<file path="config.mk">
export PLATFORM = sky130hd
export DESIGN_NAME = lpht_ram
export DESIGN_NICKNAME = d
export VERILOG_FILES = /design/src/rtl/lpht_ram.sv
export SDC_FILE = /design/constraint.sdc
export NUM_CORES = 2
export LEC_CHECK = 0
export BUFFER_PORTS_ARGS = -buffer_cell sky130_fd_sc_hd__buf_4
export CORE_MARGIN = 4
export CORE_UTILIZATION = 60
export CTS_CLUSTER_SIZE = 28
export DETAILED_ROUTE_END_ITERATION = 6
export PLACE_DENSITY = 0.86
export SLEW_MARGIN = 20
export SYNTH_ARGS = -nofsm -noshare
export SYNTH_HDL_FRONTEND = slang
export SYNTH_SLANG_ARGS = --single-unit
</file>
<file path="constraint.sdc">
create_clock -name clk -period 3.5 [get_ports clk]
set_input_delay 0.525 -clock clk [delete_from_list [all_inputs] [get_ports clk]]
set_output_delay 0.525 -clock clk [all_outputs]
set_load 0.005 [all_outputs]
</file>
<file path="src/rtl/lpht_ram.sv">
// Generic single-write, single-read synchronous RAM with registered read data.
module lpht_ram #(
  parameter int WIDTH = 8,
  parameter int DEPTH = 256
) (
  input  logic                     clk,
  input  logic                     we,
  input  logic [$clog2(DEPTH)-1:0] waddr,
  input  logic [WIDTH-1:0]         wdata,
  input  logic [$clog2(DEPTH)-1:0] raddr,
  output logic [WIDTH-1:0]         rdata
);

  logic [WIDTH-1:0] mem [DEPTH];
  logic [WIDTH-1:0] rdata_r;

  always_ff @(posedge clk) begin
    if (we) begin
      mem[waddr] <= wdata;
    end
    rdata_r <= mem[raddr];
  end

  assign rdata = rdata_r;

endmodule

</file>
# Word-level counts from Yosys, hierarchy flattened
# Memory sizes are Yosys's and may differ from the RTL's. A register that Yosys moved wholly into a read port is not among the register bits.
# Index checks and enable logic that the tools add are counted.
# totals
ff_bits	0
latchBits	0
ramBits	2048
romBits	0
input_bits	26
elab_cells	3
n_memories	1
# mem_list
memory	words	width	rd	rd_ports_with_merged_regs	wr	line	rtl
mem	256	8	1	1	1	14	logic [WIDTH-1:0] mem [DEPTH];
# classes
n_addsub	0
multipliers	0
n_div	0
order_cmp	0
n_eq_ne	0
shifts	0
n_mux	2
n_bitwise	0
n_reduce_logical	0
# ops
cell	count
$mux 1	2

# Longest topological paths before layout
# logic_depth
ltp_word	2
ltp_mapped	11
ltp_nobuf	6

# Worst setup path after synthesis
# No wires, ideal clock.
# synth_timing
path_kind	input to register
from	input raddr[0]
to	register rdata_r[2] (netlist: rdata[2]), read port of mem
setup_time_ps	131
arrival_ps	2332
t_required_ps	3369
slack_ps	1037
stages	9
path_buffers	4
path_cell_list	buf_6 -> buf_12 -> buf_8 -> buf_2 -> mux4_2 -> a22oi_1 -> a21oi_1 -> nor4_1 -> nor4_2
# synth_rtl
item	line	rtl
start: declaration	10	input logic [$clog2(DEPTH)-1:0] raddr,
end: declaration	15	logic [WIDTH-1:0] rdata_r;

==> reports/qor.yml <==
io_pins: 34
synth_warnings: 0
floorplan.die_area_um2: 138000
cts_max_level: 4
postCtsResizedCells: 0
timing.critical_path.from_type: "primary input"
cts.sink_count: 2056
endpoint_kind: "flop"
slew_headroom_pct: 12.8
synth_simple_gate_area_share_pct: 2.63
cts_post_setup_buffers_inserted: 0
clock_tree.buffer_depth: 3
detail_route.drc_violations: 40
worst_ep_arrival_time_ns: 3.97
grt_most_used_layer: "met2"
static-leakage-power_nw: 28.3
async_flop_share_pct: 0
finalWorstPathRequiredPeriod_ns: 3.33
violations: "design-rule violations"
achievable-frequency_ghz: 0.300
synth_sequential_area_ratio_pct: 77.5
postPlaceCellArea_um2: 83900
hold_viol_final: 0
globalRouteMet3Util_pct: 10.1
synth_enable_flop_cells: 2048
synthAdderAreaFrac_pct: 0
area.growth.synth_to_final_pct: 12.8
fin_nets: 4115
numCtsBuffers: 184
dpl_worst_slack_ns: -0.435
synth_largest_type_area_fraction_pct: 77.3
synth_largest_area_cell: "sky130_fd_sc_hd__edfxtp_1"
postLayoutCellArea_um2: 89700
fin_crit_sh_pct: 95.1
use_met2_pct: 51.1
use_met1_pct: 41.0
critPathKind: "in2reg"
hpwl_um: 124000
first_global_vias: 44275
grt_first_pass_wirelength_um: 320000
worst_slack_setup_final_ns: 0.171
cts.root.buffer_cell: "sky130_fd_sc_hd__clkbuf_16"
synth_compound_area_share_pct: 3.42
instances_no_fill: 6000
post_synth_xor_area_fraction_pct: 0
antenna_found_initial: 12
rsz0062_at_grt: "false"
synth-seq-cells: 2056
drt_iter0_markers: 8628
cp_data_required_time_ns: 4.14
clock-skew-final_ns: 0.0285
maxSlewViolCount: 0
die_y_um: 372
synth-main-ff-cell: "sky130_fd_sc_hd__edfxtp_1"
cellPowerDensity_nw_per_um2: 554
clock_tree_from_tritoncts: "done"
grtUsageTotal_pct: 32.6
syn-instance-count: 3733
maxCapViolCount: 0
worstPathMaxFanout: 32
ant_nets: 0
dr_total_vias: 43710
io_buffer_count: 33
globalRouteOverflowTotal: 0
overall_routed_net_length_um: 221000
rows: 133
timing.setup.tns_ns: 0
core_um2: 132000
place_congestion: 0.908
die_outline_width_um: 372
min-delay-path-class: "in2reg"
mappedNetlistArea_um2: 79600
grt_start_max_net_pins: 149
status: "finished with violations"
clkLatencyLatePin_ns: 0.82
drt-pass1-iter-count: 7
finalSetupViolCount: 0
post_route_cells_drive_above_1_share_pct: 26.5
synth_area_per_cell_um2: 21.3
synthTopCellsByArea: "sky130_fd_sc_hd__edfxtp_1 77%, sky130_fd_sc_hd__mux4_2 13%, sky130_fd_sc_hd__mux2i_1 1.7%"
worst-slew-pin-transition_ns: 1.30
clk_pin_slew_worst_paths_ns: 0.07
place_inst: 5658
dominant_combinational_cell_family_by_area_after_synthesis: "multiplexers"
synth_nets: 3759
effective_utilization_at_floorplan_pct: 60.4
vdd_ir_drop_max_uv: 608
netlist-cell-type-count: 55
wl_cell_um: 36.8
synthMuxAreaShare_pct: 14.6
drt-vias-per-instance: 7.29
number_of_filler_cells_placed_in_the_layout: 7062
cts_hold_repair.buffers: 0
-- worst max-delay path, stage by stage --
cell                       delay [ns]
sky130_fd_sc_hd__buf_8           0.26
sky130_fd_sc_hd__buf_12          0.24
sky130_fd_sc_hd__buf_12          0.30
sky130_fd_sc_hd__buf_4           0.30
sky130_fd_sc_hd__mux2i_1         0.36
sky130_fd_sc_hd__o221ai_1        0.22
sky130_fd_sc_hd__a21oi_1         0.25
sky130_fd_sc_hd__nor3_1          0.17
sky130_fd_sc_hd__nor4_1          1.14
sky130_fd_sc_hd__nor4_1          0.14
-- registers in the layout, summed over array words and instances, names as in the netlist --
signal and count:
mem 2048, rdata 8
-- through the flow --
step,power [mW],utilization (%),hold slack [ns]
after CTS,49.6,68.2,0.207
final,49.7,68.2,0.238
after global routing,51.0,68.2,0.235
after detailed placement,30.2,63.8,1.04
after floorplan,29.0,-,0.624
after global placement,30.1,63.8,0.967
-- cells in the mapped netlist (8+ instances only) --
cell / instances
sky130_fd_sc_hd__a211oi_1: 16
sky130_fd_sc_hd__a21oi_1: 96
sky130_fd_sc_hd__a221oi_1: 13
sky130_fd_sc_hd__a22o_1: 8
sky130_fd_sc_hd__a22oi_1: 133
sky130_fd_sc_hd__buf_1: 22
sky130_fd_sc_hd__buf_12: 8
sky130_fd_sc_hd__buf_2: 31
sky130_fd_sc_hd__buf_4: 27
sky130_fd_sc_hd__buf_6: 21
sky130_fd_sc_hd__buf_8: 13
sky130_fd_sc_hd__clkbuf_1: 111
sky130_fd_sc_hd__dfxtp_1: 8
sky130_fd_sc_hd__edfxtp_1: 2048
sky130_fd_sc_hd__mux2i_1: 134
sky130_fd_sc_hd__mux4_2: 454
sky130_fd_sc_hd__nand2_1: 33
sky130_fd_sc_hd__nand2b_1: 8
sky130_fd_sc_hd__nand3_1: 34
sky130_fd_sc_hd__nand4_1: 10
sky130_fd_sc_hd__nor2_1: 282
sky130_fd_sc_hd__nor2b_1: 31
sky130_fd_sc_hd__nor3_1: 22
sky130_fd_sc_hd__nor4_1: 24
sky130_fd_sc_hd__o211ai_1: 10
sky130_fd_sc_hd__o21ai_0: 10
sky130_fd_sc_hd__o221ai_1: 46
sky130_fd_sc_hd__o22ai_1: 28
-- final timing paths --
kind | startpoint | to | slack, ns | depth (start not counted)
setup / recovery | raddr[0] | rdata[7]$_DFF_P_ | 0.17 | 10
hold / removal | wdata[7] | mem[75][7]$_DFFE_PP_ | 0.24 | 1
setup reg to reg | mem[73][7]$_DFFE_PP_ | rdata[7]$_DFF_P_ | 0.41 | 7
hold reg to reg | mem[214][2]$_DFFE_PP_ | rdata[2]$_DFF_P_ | 1.15 | 5
-- cells in the final DEF (no fill, tap or decap), types with 33 or more instances in the layout --
cell type                   instances
sky130_fd_sc_hd__clkbuf_1          46
sky130_fd_sc_hd__nand3_1           34
sky130_fd_sc_hd__clkbuf_16        187
sky130_fd_sc_hd__buf_12            42
sky130_fd_sc_hd__edfxtp_1        2048
sky130_fd_sc_hd__a21oi_1           96
sky130_fd_sc_hd__nor2_1           279
sky130_fd_sc_hd__mux4_2           454
sky130_fd_sc_hd__o221ai_1          46
sky130_fd_sc_hd__nand2_1           33
sky130_fd_sc_hd__a22oi_1          133
sky130_fd_sc_hd__buf_4            351
sky130_fd_sc_hd__mux2i_1          134
sky130_fd_sc_hd__clkinv_1          40
-- layout make-up --
cell class                 instances  area, µm²  area share, %
timing repair buffer             403       3620           4.03
multi-input combinational       1442      16500           18.4
antenna                            9       22.5         0.0251
clock buffer                     241       4960           5.53
tap                             1755       2200           2.45
sequential                      2056      61700           68.7
inverter                           2       7.51        0.00837
clock inverter                    92        807          0.899
-- report_power, final --
part | switching (mW) | leakage (nW) | total (mW) | internal (mW)
Combinational | 1.75 | 7.02 | 2.72 | 0.962
Clock | 8.96 | 2.81 | 19.8 | 10.9
Sequential | 0.0659 | 18.5 | 27.2 | 27.1
Total | 10.8 | 28.3 | 49.7 | 39.0
-- routing by layer --
layer  vias up  share of wire [%]
li1      16380                  -
met1     21850                 31
met3      1012                 15
met2      4462                 48
met5         -              0.015
met4         6                7.2
-- cell families (layout without fill, tap and decap cells) --
family	count (synthesis)	after routing
multiplexers	591	591
AND/OR/NAND/NOR	466	466
buffers and inverters	235	738
AO/OA/AOI/OAI	385	385
other	0	9
flip-flops	2056	2056
Power figures use the tool's default switching activity.
