===== config.mk =====
export PLATFORM = sky130hd
export DESIGN_NAME = lpht_limit
export DESIGN_NICKNAME = d
export VERILOG_FILES = /design/src/rtl/lpht_pkg.sv /design/src/rtl/lpht_limit.sv
export SDC_FILE = /design/constraint.sdc
export NUM_CORES = 1
export LEC_CHECK = 0
export ABC_AREA = 1
export BUFFER_PORTS_ARGS = -buffer_cell sky130_fd_sc_hd__clkbuf_2
export CORE_MARGIN = 5
export CORE_UTILIZATION = 59
export CTS_CLUSTER_SIZE = 16
export DETAILED_ROUTE_END_ITERATION = 10
export PLACE_DENSITY = 0.76
export REMOVE_ABC_BUFFERS = 1
export SYNTH_ARGS = -nofsm -noshare
export SYNTH_HDL_FRONTEND = slang
export SYNTH_SLANG_ARGS = --single-unit

===== constraint.sdc =====
create_clock -name clk -period 15.2 [get_ports clk]
set_input_delay 3.04 -clock clk [delete_from_list [all_inputs] [get_ports clk]]
set_output_delay 3.04 -clock clk [all_outputs]
set_load 0.1 [all_outputs]

===== src/rtl/lpht_pkg.sv =====
// Shared types and constants for the linear-probing hash table.
package lpht_pkg;

  localparam int HASH_W   = 32;
  localparam int FIELD_W  = 32;
  localparam int CAP_W    = 9;
  localparam int LOAD_W   = 7;
  localparam int CNT_W    = 9;
  localparam int STAT_W   = 3;
  localparam int FUNC_W   = 2;
  localparam int CFG_W    = 9;
  localparam int CFG_IDX_W = 1;

  localparam int CAP_LIMIT = (1 << CAP_W) - 1;

  localparam logic [FUNC_W-1:0] FUNC_PUT    = 2'd0;
  localparam logic [FUNC_W-1:0] FUNC_GET    = 2'd1;
  localparam logic [FUNC_W-1:0] FUNC_REMOVE = 2'd2;

  localparam logic [STAT_W-1:0] STAT_INSERTED  = 3'd0;
  localparam logic [STAT_W-1:0] STAT_UPDATED   = 3'd1;
  localparam logic [STAT_W-1:0] STAT_FOUND     = 3'd2;
  localparam logic [STAT_W-1:0] STAT_NOT_FOUND = 3'd3;
  localparam logic [STAT_W-1:0] STAT_FULL      = 3'd4;
  localparam logic [STAT_W-1:0] STAT_REMOVED   = 3'd5;

  localparam logic [CFG_IDX_W-1:0] CFG_CAPACITY = 1'd0;
  localparam logic [CFG_IDX_W-1:0] CFG_LOAD     = 1'd1;

  localparam logic [CAP_W-1:0]  CAP_RESET  = 9'd256;
  localparam logic [LOAD_W-1:0] LOAD_RESET = 7'd75;
  localparam logic [LOAD_W-1:0] PCT_MAX    = 7'd100;

  localparam int PROD_W      = 16;
  localparam int RECIP_W     = 17;
  localparam int Q_W         = PROD_W + RECIP_W;
  localparam int RECIP_SHIFT = 23;
  localparam logic [RECIP_W-1:0] RECIP_100 = 17'd83887;

  typedef struct packed {
    logic [FUNC_W-1:0]  func;
    logic [FIELD_W-1:0] key;
    logic [HASH_W-1:0]  key_hash;
    logic [FIELD_W-1:0] value;
  } in_item_t;

  typedef struct packed {
    logic [STAT_W-1:0]  status;
    logic [FIELD_W-1:0] value_out;
    logic [CNT_W-1:0]   entry_count;
  } out_item_t;

endpackage


===== src/rtl/lpht_limit.sv =====
// Pipelined computation of the fill limit, floor(load percentage times capacity / 100).
module lpht_limit import lpht_pkg::*; (
  input  logic              clk,
  input  logic [CAP_W-1:0]  cap,
  input  logic [LOAD_W-1:0] load,
  output logic [CAP_W-1:0]  limit
);

  logic [LOAD_W-1:0] load_c;
  logic [PROD_W-1:0] prod_r;
  logic [Q_W-1:0]    q_r;

  assign load_c = (load > PCT_MAX) ? PCT_MAX : load;

  always_ff @(posedge clk) begin
    prod_r <= PROD_W'(load_c) * PROD_W'(cap);
    q_r    <= Q_W'(prod_r) * Q_W'(RECIP_100);
  end

  assign limit = q_r[RECIP_SHIFT +: CAP_W];

endmodule


== Yosys cells after proc, flatten, opt, wreduce, memory -nomap -nowiden ==
Cells that the tools add are included.

* Flip-flop bits (word level): 48
* Logic and storage cells: 6

* Multiply operators: 2
* Order comparisons: 1
* Multiplexer cells: 1

{| class="wikitable"
|+ Operator list
! cell !! count
|-
| $mul A16 B17 Y32 const B || 1
|-
| $mul A7 B9 Y16 || 1
|-
| $gt A7 B7 Y1 const B || 1
|-
| $mux W7 || 1
|}

== Longest topological paths before layout ==
* Depth in word-level cells: 3
* Gate-level depth with buffers: 24

== Worst setup path after synthesis ==
Ideal clock, no wire load.

* Path kind: input port to flip-flop
* From: input port load[6]
* To: register prod_r[15]
* Setup time: 0.112 ns
* Data arrival time: 6.860 ns
* Data required time: 15.088 ns
* Path slack: 8.228 ns
* Stages: 23
* Buffers on the path: 2
* Path through: buf_2 and3_1 or2_1 buf_2 nand2_1 inv_1 fa_1 inv_1 fa_1 inv_1 fa_1 inv_1 fa_1 inv_1 ha_1 a21oi_1 o21ai_1 nand2_1 nand3_1 nand2_1 nand2_1 nand2_1 nand2_1

* Word-level cells in the longest chain between the ends: 3

{| class="wikitable"
|+ RTL lines
! what !! RTL line !! text
|-
| from (decl) || lpht_limit.sv:5 || <nowiki>input logic [LOAD_W-1:0] load,</nowiki>
|-
| $gt A7 B7 Y1 || lpht_limit.sv:13 || <nowiki>assign load_c = (load > PCT_MAX) ? PCT_MAX : load;</nowiki>
|-
| $mux W7 * || lpht_limit.sv:13 ||
|-
| $mul A7 B9 Y16 * || lpht_limit.sv:16 || <nowiki>prod_r <= PROD_W'(load_c) * PROD_W'(cap);</nowiki>
|-
| to (signal assigned) || lpht_limit.sv:16 ||
|-
| to (decl) || lpht_limit.sv:10 || <nowiki>logic [PROD_W-1:0] prod_r;</nowiki>
|}

Every way passes the cells marked *; elsewhere a longest branch is shown, timed or not.

== Final worst setup path ==
* From: input port load[0]
* To: register prod_r[15]

The elaborated chain is that of the path after synthesis.

==> key figures <==
Status
  – Status: finished clean

Routing
  – Met1 WL: 8210 µm
  – DR top layer: met4
  – Vias: 6275
  – Vias per inst: 5.07
  – Post-DRT Antenna Nets: 0
  – Met2 WL: 8090 µm
  – Routed WL per cell: 14.1 µm
  – DRC Markers: 0
  – Met3 WL post-DR: 763 µm
  – Pre-antenna DRT Iters: 5
  – Detailed Route WL: 17400 µm
  – DRC violation total after the first TritonRoute iteration: 397

Final layout
  – Layout cells sized above 1: 4.54%
  – Final-stage net count: 1371
  – Antenna diodes: 0
  – Area delta synth->final: 5.13%
  – Fillers: 1216

Setup path
  – Critical path endpoint category: flip-flop
  – Crit-path cells: clkbuf_2 > o21ai_1 > nand2_1 > and3_1 > or2_1 > nand2_1 > inv_1 > fa_1 > inv_1 > fa_1 > inv_1 > fa_1 > inv_1 > fa_1 > inv_1 > ha_1 > a21oi_1 > o21ai_1 > nand2_1 > nand3_1 > nand2_1 > nand2_1 > nand2_1 > nand2_1
  – WS Path Type: primary input to flip-flop
  – Top Family by Delay on Critical Path: adder cells
  – Slowest cell on crit path: fa_1
  – CP max stage delay: 520 ps
  – Critical path launch point type: primary input
  – Cell repeated most along the worst path: nand2_1
  – Req. time, crit path: 15370 ps
  – Worst Path Buf+Inv: 6
  – Worst-path fanout max: 9
  – CP arrival: 7140 ps

Clocking
  – CTS Hold Bufs: 0
  – Clk Latency, worst-skew pair: 280 ps
  – Root buffer cell: clkbuf_16
  – Worst-case clock buffer depth: 2
  – CTS tree: done
  – CTS resizes: 0
  – CTS clk-pin slew, worst paths: 70 ps
  – Clk sinks: 25
  – CTS H-tree lvls: 1
  – Postcts setup bufs: 0
  – TritonCTS Buffers: 3

Synth
  – Sequential fraction of the synthesis area: 6.14%
  – FF+latch count, synth: 25
  – Cells after Synth: 1032
  – Netlist Area Pre-Place: 8150 µm²
  – Syn. warnings: 0
  – Unique cell type count in the Yosys netlist: 31
  – Post-Syn Area per Cell: 7.90 µm²

Timing
  – RSZ-0062 raised after global routing: no
  – Final hold violations: 0
  – Fin. max-slew vios: 0
  – Final setup TNS: 0 ps
  – Hold_ws: 936 ps
  – Headroom to the max-slew limit: 59.8%
  – Worst-Margin Slew: 602 ps
  – Setup violators final: 0
  – Final worst path period need: 6970 ps
  – Clk_skew: 6.05 ps
  – Final period util: 45.8%
  – Max Freq: 144 MHz

Floorplanning
  – # rows: 43
  – Die Ht: 128 µm
  – Die Span X: 128 µm
  – Ports: 26
  – Die Area: 16300 µm²
  – Placeable Area: 13700 µm²
  – Starting Density: 59.4%

Global route
  – Gr usage total: 22.5%
  – First-pass GRT wire length: 29600 µm
  – Initial antenna violation count: 0
  – Maximum number of pins on one net before global-route repair: 16
  – Number of global-route vias before repair: 6376
  – GR Overflow Total: 0

Place
  – IO buf count: 25
  – Placed wire-length estimate: 15800 µm
  – Routability cong.: 0.931

Job
  – Maxcap violations: 0

Worst hold path
  – Min-delay worst type: flip-flop to flip-flop
-- worst min-delay path, delay by kind of cell, from the launching register on --
kind | cells | cell delay, ps
flops | 1 | 420
simple gates | 4 | 230
buf+inv | 1 | 60
xor+xnor | 1 | 210
-- layout make-up --
class,instances,area (µm²),area share (%)
clock buffer,3,75.1,0.876
clock inverter,1,7.51,0.0876
inverter,306,1150,13.4
multi-input combinational,698,6480,75.7
sequential,25,500,5.84
tap,180,225,2.63
timing repair buffer,25,125,1.46
-- synthesized netlist by cell type --
cell type	n	area (µm²)
nor3_1	3	15.0
clkinv_1	2	7.51
nor4_2	2	25.0
nand3b_1	2	15.0
buf_2	3	15.0
ha_1	165	2060
inv_1	301	1130
and3_1	1	6.26
nor2_4	1	11.3
nand2_2	4	25.0
and2_1	1	6.26
fa_1	130	2600
nand3_1	34	170
o21ai_0	10	50.1
a21oi_1	36	180
dfxtp_1	25	500
nor3_2	4	40.0
inv_2	3	11.3
or2_2	2	12.5
nand4_1	3	18.8
o21ai_1	5	25.0
xor2_1	10	87.6
nand2_1	194	728
nor2_2	2	12.5
xnor2_1	5	43.8
a31oi_1	1	6.26
o21bai_1	2	15.0
nand4_2	1	12.5
or2_1	1	6.26
a21o_1	2	15.0
nor2_1	77	289
-- cells by family (layout without fill, tap and decap cells) --
kind of cell / after synthesis / in the layout / share of synthesized area (%)
adder cells (fa/ha/maj): 295 / 295 / 57.3
AO/OA/AOI/OAI: 56 / 56 / 3.58
AND/OR/NAND/NOR: 332 / 332 / 17.1
XOR/XNOR: 15 / 15 / 1.61
buffers and inverters: 309 / 335 / 14.3
flip-flops: 25 / 25 / 6.14
-- worst paths after layout --
path	cells after the start	slack, ps	start	end
setup / recovery	24	8230	load[0]	prod_r[15]$_DFF_P_
hold reg to reg	6	940	prod_r[15]$_DFF_P_	q_r[31]$_DFF_P_
hold / removal	6	940	prod_r[15]$_DFF_P_	q_r[31]$_DFF_P_
setup reg to reg	20	9860	prod_r[4]$_DFF_P_	q_r[30]$_DFF_P_
-- registers in the layout (all words and copies together), names as in the netlist --
signal  cells
prod_r     16
q_r         9
-- through the flow --
stage                     utilization [%]  cells  setup slack, ps  instance area [µm²]
after floorplan                         -   1029             8300                 8130
after global placement               61.8   1234             8020                 8480
after detailed placement             61.8   1234             7950                 8480
after CTS                            62.4   1238             8240                 8570
after global routing                 62.4   1238             7910                 8570
final                                62.4   1238             8230                 8570
-- metal layers --
metal  track usage [%]  up-vias
li1                  -     3128
met1              32.0     2973
met2              36.9      152
met3              2.30       22
met4              6.06        0
met5                 0        -
-- cell usage in the layout (no fill, tap or decap), drive strengths merged, types with 2 or more instances in the layout --
| cell | netlist | layout |
|---|---|---|
| clkbuf | 0 | 28 |
| nand4 | 4 | 4 |
| or2 | 3 | 3 |
| nand3b | 2 | 2 |
| nand3 | 34 | 34 |
| clkinv | 2 | 2 |
| nand2 | 198 | 198 |
| nor4 | 2 | 2 |
| fa | 130 | 130 |
| nor3 | 7 | 7 |
| xor2 | 10 | 10 |
| a21o | 2 | 2 |
| ha | 165 | 165 |
| o21bai | 2 | 2 |
| inv | 304 | 304 |
| a21oi | 36 | 36 |
| dfxtp | 25 | 25 |
| o21ai | 15 | 15 |
| xnor2 | 5 | 5 |
| nor2 | 80 | 80 |
Power is not shown: default switching activity piles up to over one toggle a cycle in this logic, so the estimate is an artifact.
