`config.mk`:
```
export PLATFORM = sky130hd
export DESIGN_NAME = lpht_mod
export DESIGN_NICKNAME = d
export VERILOG_FILES = /design/src/rtl/lpht_pkg.sv /design/src/rtl/lpht_mod.sv
export SDC_FILE = /design/constraint.sdc
export NUM_CORES = 1
export LEC_CHECK = 0
export ABC_AREA = 0
export BUFFER_PORTS_ARGS = -buffer_cell sky130_fd_sc_hd__buf_2
export CORE_MARGIN = 2
export CORE_UTILIZATION = 47
export CTS_CLUSTER_DIAMETER = 30
export DETAILED_ROUTE_END_ITERATION = 8
export PLACE_DENSITY_LB_ADDON = 0.05
export SYNTH_ARGS = -nofsm -noshare
export SYNTH_HDL_FRONTEND = slang
export SYNTH_SLANG_ARGS = --single-unit
```
`constraint.sdc`:
```
create_clock -name clk -period 2.1 [get_ports clk]
set_input_delay 0.105 -clock clk [delete_from_list [all_inputs] [get_ports clk]]
set_output_delay 0.105 -clock clk [all_outputs]
set_load 0.05 [all_outputs]
```
`src/rtl/lpht_pkg.sv`:
```
// Shared types and constants for the linear-probing hash table.
package lpht_pkg;

  localparam int HASH_W   = 32;
  localparam int FIELD_W  = 32;
  localparam int CAP_W    = 9;
  localparam int LOAD_W   = 7;
  localparam int CNT_W    = 9;
  localparam int STAT_W   = 3;
  localparam int FUNC_W   = 2;
  localparam int CFG_W    = 9;
  localparam int CFG_IDX_W = 1;

  localparam int CAP_LIMIT = (1 << CAP_W) - 1;

  localparam logic [FUNC_W-1:0] FUNC_PUT    = 2'd0;
  localparam logic [FUNC_W-1:0] FUNC_GET    = 2'd1;
  localparam logic [FUNC_W-1:0] FUNC_REMOVE = 2'd2;

  localparam logic [STAT_W-1:0] STAT_INSERTED  = 3'd0;
  localparam logic [STAT_W-1:0] STAT_UPDATED   = 3'd1;
  localparam logic [STAT_W-1:0] STAT_FOUND     = 3'd2;
  localparam logic [STAT_W-1:0] STAT_NOT_FOUND = 3'd3;
  localparam logic [STAT_W-1:0] STAT_FULL      = 3'd4;
  localparam logic [STAT_W-1:0] STAT_REMOVED   = 3'd5;

  localparam logic [CFG_IDX_W-1:0] CFG_CAPACITY = 1'd0;
  localparam logic [CFG_IDX_W-1:0] CFG_LOAD     = 1'd1;

  localparam logic [CAP_W-1:0]  CAP_RESET  = 9'd256;
  localparam logic [LOAD_W-1:0] LOAD_RESET = 7'd75;
  localparam logic [LOAD_W-1:0] PCT_MAX    = 7'd100;

  localparam int PROD_W      = 16;
  localparam int RECIP_W     = 17;
  localparam int Q_W         = PROD_W + RECIP_W;
  localparam int RECIP_SHIFT = 23;
  localparam logic [RECIP_W-1:0] RECIP_100 = 17'd83887;

  typedef struct packed {
    logic [FUNC_W-1:0]  func;
    logic [FIELD_W-1:0] key;
    logic [HASH_W-1:0]  key_hash;
    logic [FIELD_W-1:0] value;
  } in_item_t;

  typedef struct packed {
    logic [STAT_W-1:0]  status;
    logic [FIELD_W-1:0] value_out;
    logic [CNT_W-1:0]   entry_count;
  } out_item_t;

endpackage

```
`src/rtl/lpht_mod.sv`:
```
// Bit-serial remainder unit that reduces the key hash modulo the capacity.
module lpht_mod import lpht_pkg::*; (
  input  logic              clk,
  input  logic              rst_n,
  input  logic              start,
  input  logic [HASH_W-1:0] dividend,
  input  logic [CAP_W-1:0]  divisor,
  output logic              done,
  output logic [CAP_W-1:0]  remainder
);

  localparam int STEP_W = $clog2(HASH_W);

  logic [HASH_W-1:0] dividend_r;
  logic [CAP_W-1:0]  div_r;
  logic [CAP_W-1:0]  rem_r, rem_nxt;
  logic [STEP_W-1:0] step_r;
  logic              run_r;
  logic              done_r;
  logic [CAP_W:0]    trial;

  always_comb begin
    trial = {rem_r, dividend_r[HASH_W-1]};
    if (trial >= {1'b0, div_r}) begin
      rem_nxt = CAP_W'(trial - {1'b0, div_r});
    end else begin
      rem_nxt = CAP_W'(trial);
    end
  end

  always_ff @(posedge clk) begin
    if (!rst_n) begin
      run_r  <= 1'b0;
      done_r <= 1'b0;
      step_r <= '0;
    end else begin
      done_r <= 1'b0;
      if (start) begin
        run_r  <= 1'b1;
        step_r <= '0;
      end else if (run_r) begin
        step_r <= step_r + 1'b1;
        if (step_r == STEP_W'(HASH_W - 1)) begin
          run_r  <= 1'b0;
          done_r <= 1'b1;
        end
      end
    end
  end

  always_ff @(posedge clk) begin
    if (start) begin
      dividend_r <= dividend;
      div_r      <= divisor;
      rem_r      <= '0;
    end else if (run_r) begin
      dividend_r <= {dividend_r[HASH_W-2:0], 1'b0};
      rem_r      <= rem_nxt;
    end
  end

  assign done      = done_r;
  assign remainder = rem_r;

endmodule

```
* After elaboration in Yosys (flattened, before gate mapping)
Index checks and enable logic that the tools add are counted.
** Cells by class
- Add/sub/neg operators :: 2
- $mul :: 0
- Div/mod/pow operators :: 0
- Magnitude comparators :: 1
- Equal/unequal tests :: 1
- Shifts and indexed selects :: 0
- Multiplexer cells :: 7
- Bitwise gates (word level) :: 2
- Reduce and logical (&&, ||, !) cells :: 3
** Operators with widths (count)
- 32-bit two-way mux :: 2
- 10-bit by 9-bit >= comparator with 1-bit output :: 1
- 9-bit two-way mux :: 1
- 9-bit subtractor :: 1
- 5-bit by 1-bit adder with 5-bit output, second input constant :: 1
- 5-bit == test, second input constant :: 1
- 1-bit two-way mux :: 4
- 3-bit OR reduction :: 1
- 1-bit inverter :: 2
- 2-bit nonzero test :: 1
- 2-bit OR reduction :: 1
** Word-level totals
- Register bits :: 57
- Latch bits :: 0
- RAM bits :: 0
- Bits in read-only memories :: 0
- Output and inout bits :: 10
- Logic and storage cells :: 22
- Memories :: 0

* Depth between registers and ports, before layout
- Depth in word-level cells :: 4
- Gate-level depth with buffers :: 9
- Mapped depth without buffers :: 9

* Least setup slack after synthesis
No wires, ideal clock.
- Path type :: reg2reg
- From :: register rem_r[6], in the netlist remainder[6]
- To :: register rem_r[8], in the netlist remainder[8]
- Setup time :: 0.088 ns
- Arrival time :: 2.285 ns
- Required time :: 2.012 ns
- Slack :: -0.273 ns
- Cell stages (with the launch flop) :: 7
- Cells stage by stage :: dfxtp_1 -> ha_1 -> nand4b_4 -> or3_4 -> o211a_2 -> or3_1 -> a311oi_2
** On the way
- Cells in the longest elaborated chain, start to end :: 2
- Elaborated cells on any way between the ends :: 3
- Classes of those cells :: add/sub: 1; order compare: 1; mux: 1
** Ends and longest elaborated chain
- from (decl) :: RTL line lpht_mod.sv:16 : logic [CAP_W-1:0] rem_r, rem_nxt;
- from (signal assigned) :: RTL line lpht_mod.sv:58 : rem_r <= rem_nxt;
- 9-bit subtractor / 10-bit by 9-bit >= comparator with 1-bit output (equally long branches) :: RTL line lpht_mod.sv:25, lpht_mod.sv:24
- 9-bit two-way mux (*) :: RTL line lpht_mod.sv:24 : if (trial >= {1'b0, div_r}) begin
Every way passes the cells marked *; elsewhere a longest branch is shown, timed or not.
A chain may end at the register's enable or synchronous reset.

* Final worst setup path
- From :: register dividend_r[31]
- To :: register rem_r[8], in the netlist remainder[8]
** On the way
- Cells in the longest elaborated chain, start to end :: 2
- Elaborated cells on any way between the ends :: 3
- Classes of those cells :: add/sub: 1; order compare: 1; mux: 1
** Ends and longest elaborated chain
- from (decl) :: RTL line lpht_mod.sv:14 : logic [HASH_W-1:0] dividend_r;
- from (signal assigned) :: RTL line lpht_mod.sv:53 : dividend_r <= dividend;
- from (signal assigned) :: RTL line lpht_mod.sv:57 : dividend_r <= {dividend_r[HASH_W-2:0], 1'b0};
- 9-bit subtractor / 10-bit by 9-bit >= comparator with 1-bit output (equally long branches) :: RTL line lpht_mod.sv:25, lpht_mod.sv:24
- 9-bit two-way mux (*) :: RTL line lpht_mod.sv:24
Marks and branches as above.

==> results.md <==
- Seq/Total Area, Yosys: 55.6%
- Top Ports: 54
- Violated checks: setup timing
- Fin. max-slew vios: 0
- Placed cell area: 3310 µm²
- Filler cells: 488
- WL per Instance: 14.2 µm
- Max_slew headroom: 72.1%
- Arr. time, crit path: 2.44 ns
- Die span in x: 81.1 µm
- Drt initial violations: 83
- Die H: 81.1 µm
- Grt ovf: 0
- Pin count of the biggest net entering global routing: 33
- Clock Path Buffers: 2
- Post-synthesis register bit count: 57
- Crit-path max FO: 4
- Initial antenna violation count: 0
- Tmin final: 2.20 ns
- Tcrit/Tclk final: 105%
- Final ANT Viol Nets: 0
- Run status: finished with violations
- Mapped Nets: 272
- P_sw: 820 µW
- Drt pass-1 iters: 4
- DR vias: 1934
- Worst setup SP type: flip-flop
- Clk_skew: 0.00501 ns
- Setup Viol. Count Final: 7
- Data required, critical path: 2.34 ns
- TritonCTS buffer count: 9
- Clock slew at reported path FFs: 0.06 ns
- LEAKAGE: 0.00150 µW
- Net Sw Frac: 25.1%
- Post-DR vias/cell: 5.17
- Achievable Freq: 0.454 GHz
- Max Cap Viol: 0
- Nets@finish: 350
- Total Power: 3270 µW
- Internal power: 2450 µW
- Worst VDD drop: 0.706 mV
- Die Area: 6570 µm²
- Sink Count: 57
- Clock share of power: 37.0%
- Most frequent cells in the layout: 53 x buf_2, 41 x edfxtp_1, 32 x mux2_2
- Seq pwr share: 42.2%
- Worst slew pin tran: 0.418 ns
- Area Overhead vs Synth: 33.7%
- First-pass GRT wire length: 8750 µm
- Mean Syn Cell Area: 12.9 µm²
- IO Port Bufs: 53
- Gr usage total: 18.1%
- CTS tree: yes
- Clk_lat worst skew: 0.33 ns
- Post-DP HPWL: 3610 µm
- H-tree Lvls: 3
- Total routed wirelength: 5300 µm
- Synth cell types: 42
- Num rows: 28
- Power share of the combinational group: 20.8%
- Synthesized cell area: 2790 µm²
- Critical path class: flip-flop to flip-flop
- Layout cells sized above 1: 48.2%
- Pwr dens: 875 nW/µm²
- Fin area: 3730 µm²
- Synth Instances: 216
- Final hold vios: 0
- Crit end category: flip-flop
- Ys Warns: 0
- Vias in the first global route: 1829
- DRC violations left: 0
- Leading cell type in the layout, fill and taps excluded: buf_2
- Post-Place Worst Slack: -0.152 ns
- Initial Util: 48.0%
- Final worst setup slack: -0.102 ns
- Root buffer cell: clkbuf_8
- RSZ-0062 raised after global routing: yes
- Worst min-delay path category: primary input to flip-flop
- Ant. Diodes: 0
- GPL Wtd Cong: 0.769
- Area of the core: 5820 µm²
[cell usage after synthesis]
cell type  count  area (µm²)
a211oi_1       7        52.6
a21o_1         1        7.51
a21oi_1        7        35.0
a311o_1        1        10.0
a311oi_1       3        26.3
a311oi_2       1        15.0
and2_1         2        12.5
and3_1         1        6.26
and4b_1        1        10.0
buf_1          2        7.51
buf_2          2        10.0
clkbuf_1       6        22.5
dfxtp_1       16         320
edfxtp_1      41        1230
fa_1           1        20.0
ha_1          11         138
inv_1         13        48.8
mux2_2        32         360
mux2i_1        7        70.1
nand2_1        8        30.0
nand2b_1       4        25.0
nand3_1        3        15.0
nand3b_1       1        7.51
nand4_1        1        6.26
nand4b_1       1        8.76
nand4b_4       1        23.8
nor2_1        17        63.8
nor2b_1        1        6.26
nor4b_1        2        17.5
o2111ai_1      1        8.76
o211a_1        1        10.0
o211a_2        1        10.0
o211ai_1       3        22.5
o211ai_2       1        12.5
o21a_1         2        15.0
o21ai_0        1        5.00
o31ai_1        2        15.0
or2_2          1        6.26
or3_1          1        6.26
or3_4          1        11.3
xnor2_1        2        17.5
xor2_1         5        43.8
[power by group through the flow]
stage	clock, µW	sequential, µW	combinational, µW
global route	1280	1390	748
detailed placement	0	1400	612
floorplan	0	1440	398
finish	1210	1380	681
CTS	1230	1380	649
global placement	0	1400	604
[per-stage QoR]
| step | util, % | setup TNS [ns] | std cells | hold slack, ns |
|---|---|---|---|---|
| CTS | 63.1 | -0.585 | 372 | 0.0410 |
| global placement | 56.9 | -0.553 | 344 | 0.281 |
| detailed placement | 56.9 | -1.13 | 344 | 0.283 |
| finish | 64.2 | -0.210 | 374 | 0.0618 |
| global route | 64.2 | -0.946 | 374 | 0.0575 |
| floorplan | - | -0.00596 | 216 | 0.204 |
[critical path: stages (launching register included)]
cell and delay (ns):
edfxtp_1 0.40, inv_2 0.09, ha_4 0.13, inv_2 0.04, fa_2 0.37, a211oi_4 0.30
o211ai_1 0.12, o211a_1 0.14, or3_1 0.31, a311oi_2 0.22
[kinds of logic after synthesis]
| logic type | after synthesis | share of synthesized area, % |
|---|---|---|
| buffers and inverters | 23 | 3.18 |
| flip-flops | 57 | 55.6 |
| multiplexers | 39 | 15.4 |
| XOR/XNOR | 7 | 2.20 |
| AO/OA/AOI/OAI | 32 | 8.78 |
| AND/OR/NAND/NOR | 46 | 9.19 |
| adder cells (fa/ha/maj) | 12 | 5.65 |
[routing by layer]
metal	wire length (µm)	track usage (%)	vias to the layer above
met1	2570	24.7	927
met3	192	5.11	6
met5	0	0	-
met2	2470	26.8	41
met4	74	8.31	0
li1	-	-	960
[flip-flops by register name (all words and copies together) (netlist names)]
register,flops
step_r,5
run_r,1
div_r,9
remainder,9
done,1
dividend_r,32
[final timing paths]
kind         slack, ns       endpoint  cells after the start           start
max              -0.10   remainder[8]                      9  dividend_r[31]
min reg2reg       0.52      step_r[3]                      2       step_r[3]
max reg2reg      -0.10   remainder[8]                      9  dividend_r[31]
min               0.06  dividend_r[0]                      2     dividend[0]
[timing repair]
action,4_1_cts,5_1_grt
setup buffers,2,2
hold buffers,10,0
resized for setup,3,9
hold endpoints to repair,10,0
endpoints found under the setup margin,9,9
pin swaps,13,6
[final cells by class]
class	count	area, µm²	share of cell area [%]
Tap cell	75	93.8	2.51
Sequential cell	57	1570	42.2
Timing Repair Buffer	77	470	12.6
Multi-Input combinational cell	136	1310	35.1
Clock inverter	6	106	2.85
Clock buffer	10	128	3.42
Inverter	13	48.8	1.31
Power figures use the tool's default switching activity.
